$ cat config.mk
export PLATFORM = sky130hd
export DESIGN_NAME = qrs_out
export DESIGN_NICKNAME = d
export VERILOG_FILES = /design/src/hw/rtl/quadratic_root_solver_assert.svh /design/src/hw/rtl/qrs_pkg.sv /design/src/hw/rtl/qrs_out.sv
export SDC_FILE = /design/constraint.sdc
export NUM_CORES = 1
export LEC_CHECK = 0
export BUFFER_PORTS_ARGS = -buffer_cell sky130_fd_sc_hd__buf_2
export CAP_MARGIN = 5
export CORE_ASPECT_RATIO = 2
export CORE_MARGIN = 3
export CORE_UTILIZATION = 61
export CTS_CLUSTER_SIZE = 30
export DETAILED_ROUTE_END_ITERATION = 6
export PLACE_DENSITY_LB_ADDON = 0.08
export SYNTH_ARGS = -nofsm -noshare
export SYNTH_HDL_FRONTEND = slang
export SYNTH_SLANG_ARGS = --single-unit
$ cat constraint.sdc
create_clock -name clk -period 11.3 [get_ports clk]
set_clock_uncertainty 0.1 [all_clocks]
set_input_delay 2.26 -clock clk [delete_from_list [all_inputs] [get_ports clk]]
set_output_delay 2.26 -clock clk [all_outputs]
set_load 0.01 [all_outputs]
$ cat src/hw/rtl/quadratic_root_solver_assert.svh
// ---------------------------------------------------------------------------
// Assertion macros for the quadratic root solver
// Clocked, reset-gated property checks used by the top-level RTL file.
// ---------------------------------------------------------------------------
`ifndef QUADRATIC_ROOT_SOLVER_ASSERT_SVH
`define QUADRATIC_ROOT_SOLVER_ASSERT_SVH

// Same-cycle implication, checked on clk, off while rst_n is low.
`define QRS_CHECK(lbl, ante, cons, msg) \
  lbl: assert property (@(posedge clk) disable iff (!rst_n) (ante) |-> (cons)) \
    else $error(msg);

// Next-cycle implication, checked on clk, off while rst_n is low.
`define QRS_CHECK_NEXT(lbl, ante, cons, msg) \
  lbl: assert property (@(posedge clk) disable iff (!rst_n) (ante) |=> (cons)) \
    else $error(msg);

`endif

$ cat src/hw/rtl/qrs_pkg.sv
// ---------------------------------------------------------------------------
// qrs_pkg
// Widths, codes and shared types of the quadratic root solver.
// ---------------------------------------------------------------------------
package qrs_pkg;

  localparam int COEF_WIDTH = 32;
  localparam int FRAC_BITS  = 16;

  localparam int MAG_W   = COEF_WIDTH;
  localparam int PROD_W  = 2 * COEF_WIDTH;
  localparam int DISC_W  = 2 * COEF_WIDTH + 1;
  localparam int RAD_RAW = DISC_W + 2 * FRAC_BITS;
  localparam int RAD_W   = RAD_RAW + (RAD_RAW % 2);
  localparam int ROOT_W  = RAD_W / 2;
  localparam int REM_W   = ROOT_W + 2;
  localparam int T1_W    = COEF_WIDTH + FRAC_BITS;
  localparam int NUM_W   = ROOT_W + 1;
  localparam int DEN_W   = COEF_WIDTH + 1;

  localparam logic [NUM_W-1:0] NEG_LIM = NUM_W'(1) << (COEF_WIDTH - 1);
  localparam logic [NUM_W-1:0] POS_LIM = NEG_LIM - NUM_W'(1);
  localparam logic [COEF_WIDTH-1:0] SAT_MAX = {1'b0, {(COEF_WIDTH-1){1'b1}}};
  localparam logic [COEF_WIDTH-1:0] SAT_MIN = {1'b1, {(COEF_WIDTH-1){1'b0}}};

  typedef enum logic [1:0] {
    KIND_TWO      = 2'd0,
    KIND_ONE      = 2'd1,
    KIND_COMPLEX  = 2'd2,
    KIND_NOT_QUAD = 2'd3
  } qrs_kind_t;

  // Values that ride alongside the square root.
  typedef struct packed {
    qrs_kind_t        kind;
    logic             an;
    logic [T1_W-1:0]  t1;
    logic             t1n;
    logic [DEN_W-1:0] den;
  } qrs_side_t;

  // Tag that rides alongside the divider lanes.
  typedef struct packed {
    qrs_kind_t kind;
    logic      an;
  } qrs_tag_t;

endpackage

$ cat src/hw/rtl/qrs_out.sv
// ---------------------------------------------------------------------------
// qrs_out
// Floor correction, clamping, root ordering, output register and skid.
// ---------------------------------------------------------------------------
module qrs_out (
  input  logic                                 clk,
  input  logic                                 rst_n,
  input  logic                                 in_v,
  input  qrs_pkg::qrs_tag_t                    in_tag,
  input  logic [qrs_pkg::NUM_W-1:0]            in_q   [2],
  input  logic [qrs_pkg::DEN_W-1:0]            in_m   [2],
  input  logic                                 in_neg [2],
  output logic                                 skid_full,
  output logic                                 out_valid,
  input  logic                                 out_stall,
  output logic [1:0]                           out_root_kind,
  output logic signed [qrs_pkg::COEF_WIDTH-1:0] out_root_first,
  output logic signed [qrs_pkg::COEF_WIDTH-1:0] out_root_second,
  output logic                                 out_saturated
);

  localparam int W = qrs_pkg::COEF_WIDTH;

  typedef struct packed {
    qrs_pkg::qrs_kind_t kind;
    logic [W-1:0]       first;
    logic [W-1:0]       second;
    logic               sat;
  } res_t;

  logic                      adv;
  logic                      va_r;
  logic [qrs_pkg::NUM_W-1:0] qf_r  [2];
  logic                      neg_r [2];
  qrs_pkg::qrs_tag_t         tag_r;

  logic [W-1:0] lane_val [2];
  logic         lane_sat [2];
  res_t         res_nxt, res_r, skid_r;
  logic         ov_r, sv_r, take;

  assign adv  = !sv_r;
  assign take = ov_r && !out_stall;

  always_ff @(posedge clk) begin
    if (!rst_n) begin
      va_r <= 1'b0;
    end else if (adv) begin
      va_r <= in_v;
    end
  end

  // Round toward minus infinity: bump a negative quotient with a remainder.
  always_ff @(posedge clk) begin
    if (adv) begin
      for (int l = 0; l < 2; l++) begin
        qf_r[l]  <= in_q[l] + qrs_pkg::NUM_W'(in_neg[l] && (in_m[l] != '0));
        neg_r[l] <= in_neg[l];
      end
      tag_r <= in_tag;
    end
  end

  always_comb begin
    for (int l = 0; l < 2; l++) begin
      if (neg_r[l]) begin
        lane_sat[l] = (qf_r[l] > qrs_pkg::NEG_LIM);
        lane_val[l] = lane_sat[l] ? qrs_pkg::SAT_MIN : (~qf_r[l][W-1:0] + W'(1));
      end else begin
        lane_sat[l] = (qf_r[l] > qrs_pkg::POS_LIM);
        lane_val[l] = lane_sat[l] ? qrs_pkg::SAT_MAX : qf_r[l][W-1:0];
      end
    end
    res_nxt.kind = tag_r.kind;
    case (tag_r.kind)
      qrs_pkg::KIND_TWO: begin
        res_nxt.first  = tag_r.an ? lane_val[1] : lane_val[0];
        res_nxt.second = tag_r.an ? lane_val[0] : lane_val[1];
        res_nxt.sat    = lane_sat[0] || lane_sat[1];
      end
      qrs_pkg::KIND_ONE: begin
        res_nxt.first  = lane_val[0];
        res_nxt.second = '0;
        res_nxt.sat    = lane_sat[0];
      end
      default: begin
        res_nxt.first  = '0;
        res_nxt.second = '0;
        res_nxt.sat    = 1'b0;
      end
    endcase
  end

  always_ff @(posedge clk) begin
    if (!rst_n) begin
      ov_r <= 1'b0;
      sv_r <= 1'b0;
    end else if (sv_r) begin
      if (take) begin
        sv_r <= 1'b0;
      end
    end else if (va_r) begin
      if (ov_r && !take) begin
        sv_r <= 1'b1;
      end else begin
        ov_r <= 1'b1;
      end
    end else if (take) begin
      ov_r <= 1'b0;
    end
  end

  always_ff @(posedge clk) begin
    if (sv_r) begin
      if (take) begin
        res_r <= skid_r;
      end
    end else if (va_r) begin
      if (ov_r && !take) begin
        skid_r <= res_nxt;
      end else begin
        res_r <= res_nxt;
      end
    end
  end

  assign skid_full       = sv_r;
  assign out_valid       = ov_r;
  assign out_root_kind   = res_r.kind;
  assign out_root_first  = $signed(res_r.first);
  assign out_root_second = $signed(res_r.second);
  assign out_saturated   = res_r.sat;

endmodule

# Word-level counts from Yosys, hierarchy flattened
# Memories as Yosys holds them, arrays and structs flattened.
# Cells that the tools add are included.
# word_totals
register_bits,140
latchBits,0
ram_bits,102
mem_bits_ro,0
inputBits,175
n_memories,2
# memory_table
name,depth,width,rd,rd_ports_with_merged_regs,write_ports,line,text
qf_r,2,50,2,0,2,qrs_out.sv:33,logic [qrs_pkg::NUM_W-1:0] qf_r [2];
neg_r,2,1,2,0,2,qrs_out.sv:34,logic neg_r [2];
# op_classes
n_addsub,4
n_mul,0
div,0
order_cmp,4
n_eq_ne,4
n_shift,0
mux,23
bitwise,3
reduce_logical,15
# op_table
operator,count
$mux 67,4
$mux 32,8
$pmux 65 s2,1
$add 50x1->50,2
$gt 50x31->1 const B,2
$gt 50x32->1 const B,2
$reduce_bool 33->1,2
$add 32x1->32 const B,2
$not 32->32,2
$mux 1,10
$reduce_and 3->1,3
$logic_and 1x1->1,4
$ne 2x2->1 const B,2
$reduce_bool 2->1,2
$eq 2x1->1 const B,1
$logic_not 1->1,2
$logic_not 2->1,1
$ne 2x1->1 const B,1
$logic_or 1x1->1,1
$not 1->1,1

# Logic depth before layout (Yosys ltp)
# depth
depth_word,9
ltp_mapped,14
depth_no_buf,12

# Worst setup path before layout
# OpenSTA, ideal clock, no wires.
# synth_path
path_type,register to register
startpoint,"register sv_r, in the netlist skid_full"
endpoint,"register skid_r[0] (netlist name), enable pin"
setup_ps,492
t_arrival_ps,6917
path_slack_ps,3791
stages_incl_launch_ff,6
n_path_buf,2
cell_sequence,dfxtp_1 > clkbuf_1 > inv_1 > clkbuf_1 > nand2_1 > nor2_1
# synth_via
elab_chain_cells,2
# synth_lines
item,line,text
start: declaration,qrs_out.sv:40,"logic ov_r, sv_r, take;"
start signal: assignment,qrs_out.sv:97,sv_r <= 1'b0;
start signal: assignment,qrs_out.sv:100,sv_r <= 1'b0;
start signal: assignment,qrs_out.sv:104,sv_r <= 1'b1;
$not 1->1 (no source line),--,
$reduce_and 3->1 (no source line),--,
end signal: assignment,qrs_out.sv:120,skid_r <= res_nxt;
end: declaration,qrs_out.sv:39,"res_t res_nxt, res_r, skid_r;"
# Every way passes these cells.
# A chain may end at the register's enable or synchronous reset.

==> results.toml <==
[power]
vdd_drop_max_uv = 107
intPower_uw = 1570
power_frac_seq_pct = 51.7
comb_power_share_pct = 12.5
p_leak_uw = 0.00557
p_sw_share_pct = 24.8
total_power_uw = 2090
power.density_nw_per_um2 = 135
power_switching_uw = 519
power.share.clock_pct = 35.8

[hold_path]
hold_path_class = "reg -> reg"

[worst_setup_path]
end_kind = "flop"
max_stage_delay_ns = 0.71
crit_type = "in -> reg"
rr_startpoint = "qf_r[0][50]"
ff2ff_path_depth = 9
ff2ff_setup_slack_ns = 6.66
crit_path_end = "qf_r[0][43]"
cp-startpoint = "in_m[62]"
r2r-end = "out_root_first[30]"
crit_required_ns = 11.47
crit_arrival_ns = 5.16
path_cells = "buf_2 -> nor4_1 -> nand4_1 -> o31a_1 -> ha_1 -> nand2_1 -> nor4_1 -> nand3_1 -> or2_2 -> nor2_1 -> nand3_1 -> xnor2_1"
cp_slowest_cell = "nor4_1"
start_kind = "input port"
worst-path-max-fanout = 7

[die]
die_width_um = 110
core_um2 = 21200
num_rows = 75
initial_core_util_pct = 62.5
ios = 244
dieHeight_um = 215
die_area_um2 = 23700

[yosys]
synth_warnings = 0
synth_edf_count = 239
synth-seq-cells = 242
synthArstFlopShare_pct = 0
synth_flop_cell = "edfxtp_1"
yosysUniqueCellTypes = 82
syn_area_um2 = 13300
ys_seq_area_share_pct = 54.6
syn_nets = 1395
syn_inst = 1214
avgSynthCellArea_um2 = 10.9

[timing]
setup_tns_ns = 0
finalCriticalPeriod_ns = 4.99
whs_ns = 0.425
max_freq_mhz = 200
relSlewSlack_pct = 20.6
worst_pin_slew_ns = 1.18
rsz0062_at_grt = "false"
drv_slew = 0
report.final.setup_viol = 0
hold_viol_final = 0
fin_crit_sh_pct = 44.2

[clock_tree]
postCtsSetupRepairBufs = 0
clock-sinks = 242
cts-resized-gates = 0
cts_buffer_depth = 3
clk_pin_slew_ns = 0.07
insertion_delay_ns = 0.52
cts_max_level = 1
numCtsBuffers = 22
root_buffer = "clkbuf_16"
hold_buffers = 0
cts_tree = "built"

[final_layout]
areaGrowthSynthToFinish_pct = 16.3
finalNetCount = 1621
finish.instance_area_um2 = 15400
drive_gt1_share_pct = 24.7
stdcell_count = 1725

[route]
drt-total-wl_um = 37000
ant_nets = 0
routed_via_density = 6.34
drt_iter0_drc = 1030
wl_per_cell_um = 21.5
first_pass_iters = 7
via_count = 10900
drc_errors = 1

[placed_design]
placed_cells = 1684
port_buffers = 243
dpl_cell_area_um2 = 14700
gp_congestion = 0.995
dpl.hpwl_um = 28500

[run_status]
violations = "design-rule violations"
run_status = "finished, violations left"

[global_route]
grt_start_max_net_pins = 80
grt_use_total_pct = 31.3
gr-total-overflow = 0
first_global_vias = 10700
antenna_found_initial = 1
grt_pass1_wl_um = 57100

[flow_run]
drv_cap = 0
layer usage:
metal / vias to the layer above / share of wire, % / track usage (%)
met1: 5145 / 34 / 34.3
met4: 0 / 6.6 / 17.8
met2: 519 / 53 / 55.9
met5: - / 0 / 0
met3: 106 / 6.2 / 4.22
li1: 5166 / - / -
cells by family after synthesis:
family / count (synthesis) / synth area share [%]
adder cells (fa/ha/maj): 6 / 0.566
multiplexers: 43 / 3.60
AND/OR/NAND/NOR: 499 / 19.3
AO/OA/AOI/OAI: 250 / 13.3
buffers and inverters: 78 / 2.38
XOR/XNOR: 96 / 6.34
flip-flops: 242 / 54.6
synthesized netlist by cell type (all sizes together), types with 6 or more instances:
| cell | instances | share of area, % |
|---|---|---|
| a211oi | 9 | 0.51 |
| a21oi | 49 | 1.8 |
| a22o | 8 | 0.53 |
| a22oi | 16 | 0.91 |
| a311oi | 9 | 0.64 |
| a31oi | 11 | 0.52 |
| and3 | 20 | 0.94 |
| and4 | 11 | 0.73 |
| buf | 10 | 0.45 |
| clkbuf | 44 | 1.2 |
| edfxtp | 239 | 54 |
| ha | 6 | 0.57 |
| inv | 23 | 0.65 |
| mux2 | 38 | 3.2 |
| nand2 | 125 | 3.5 |
| nand2b | 8 | 0.38 |
| nand3 | 60 | 2.3 |
| nand4 | 37 | 1.7 |
| nor2 | 84 | 2.4 |
| nor3 | 56 | 2.2 |
| nor4 | 45 | 2.3 |
| o21a | 7 | 0.45 |
| o21ai | 43 | 1.7 |
| o221ai | 9 | 0.59 |
| o22ai | 22 | 1.1 |
| o2bb2ai | 7 | 0.51 |
| o31a | 6 | 0.40 |
| o31ai | 11 | 0.62 |
| or2 | 11 | 0.52 |
| or3 | 16 | 0.75 |
| or4 | 9 | 0.54 |
| xnor2 | 68 | 4.5 |
| xor2 | 28 | 1.8 |
power groups by stage:
stage | logic (uW) | clock network [uW] | registers [uW]
floorplan | 134 | 0 | 1100
global placement | 250 | 0 | 1090
detailed placement | 257 | 0 | 1100
CTS | 259 | 753 | 1080
global route | 282 | 788 | 1080
finish | 262 | 747 | 1080
per-stage QoR:
| step | setup WS, ns | utilization [%] |
|---|---|---|
| 2_1_floorplan | 3.79 | - |
| 3_3_place_gp | 5.83 | 69.4 |
| 3_5_place_dp | 5.56 | 69.4 |
| 4_1_cts | 6.11 | 72.7 |
| 5_1_grt | 6.03 | 72.8 |
| 6_report | 6.31 | 72.8 |
flip-flops by register name, indices dropped and copies added, names as in the netlist:
name	cells
qf_r	100
out_valid	1
out_root_first	32
out_root_kind	2
skid_full	1
neg_r	2
skid_r	67
out_root_second	32
va_r	1
out_saturated	1
res_nxt	2
tag_r	1
cell usage in the layout (no fill, tap or decap), types with 22 or more instances in the layout:
cell type / count
buf_2: 243
edfxtp_1: 239
nand2_1: 125
nor2_1: 83
xnor2_1: 68
nand3_1: 59
nor3_1: 55
a21oi_1: 48
nor4_1: 42
o21ai_0: 41
nand4_1: 37
mux2_2: 37
xor2_1: 28
clkbuf_16: 23
inv_1: 22
area by class of cell:
cell class | count | area [um2]
antenna | 1 | 2.50
clock buffer | 26 | 597
multi-input combinational | 894 | 5730
sequential | 242 | 7240
timing repair buffer | 256 | 1310
fill | 1555 | 5770
clock inverter | 13 | 121
inverter | 24 | 95.1
tap | 269 | 337
how the worst min path moves through the flow:
stage	from	to	slack, ns	cells past startpoint
2_1_floorplan	skid_r[14]	out_root_second[13]	0.39	2
3_3_place_gp	skid_r[27]	out_root_second[26]	0.39	2
6_report	skid_r[14]	out_root_second[13]	0.43	2
4_1_cts	skid_r[14]	out_root_second[13]	0.43	2
5_1_grt	skid_r[27]	out_root_second[26]	0.45	2
3_5_place_dp	skid_r[15]	out_root_second[14]	0.40	2
critical path: cells and delay by family:
| family | cells | cell delay (ns) |
|---|---|---|
| AND/OR/NAND/NOR | 8 | 2.33 |
| buffers and inverters | 1 | 0.09 |
| AO/OA/AOI/OAI | 1 | 0.14 |
| adder cells (fa/ha/maj) | 1 | 0.19 |
| XOR/XNOR | 1 | 0.16 |
Power figures use the tool's default switching activity.
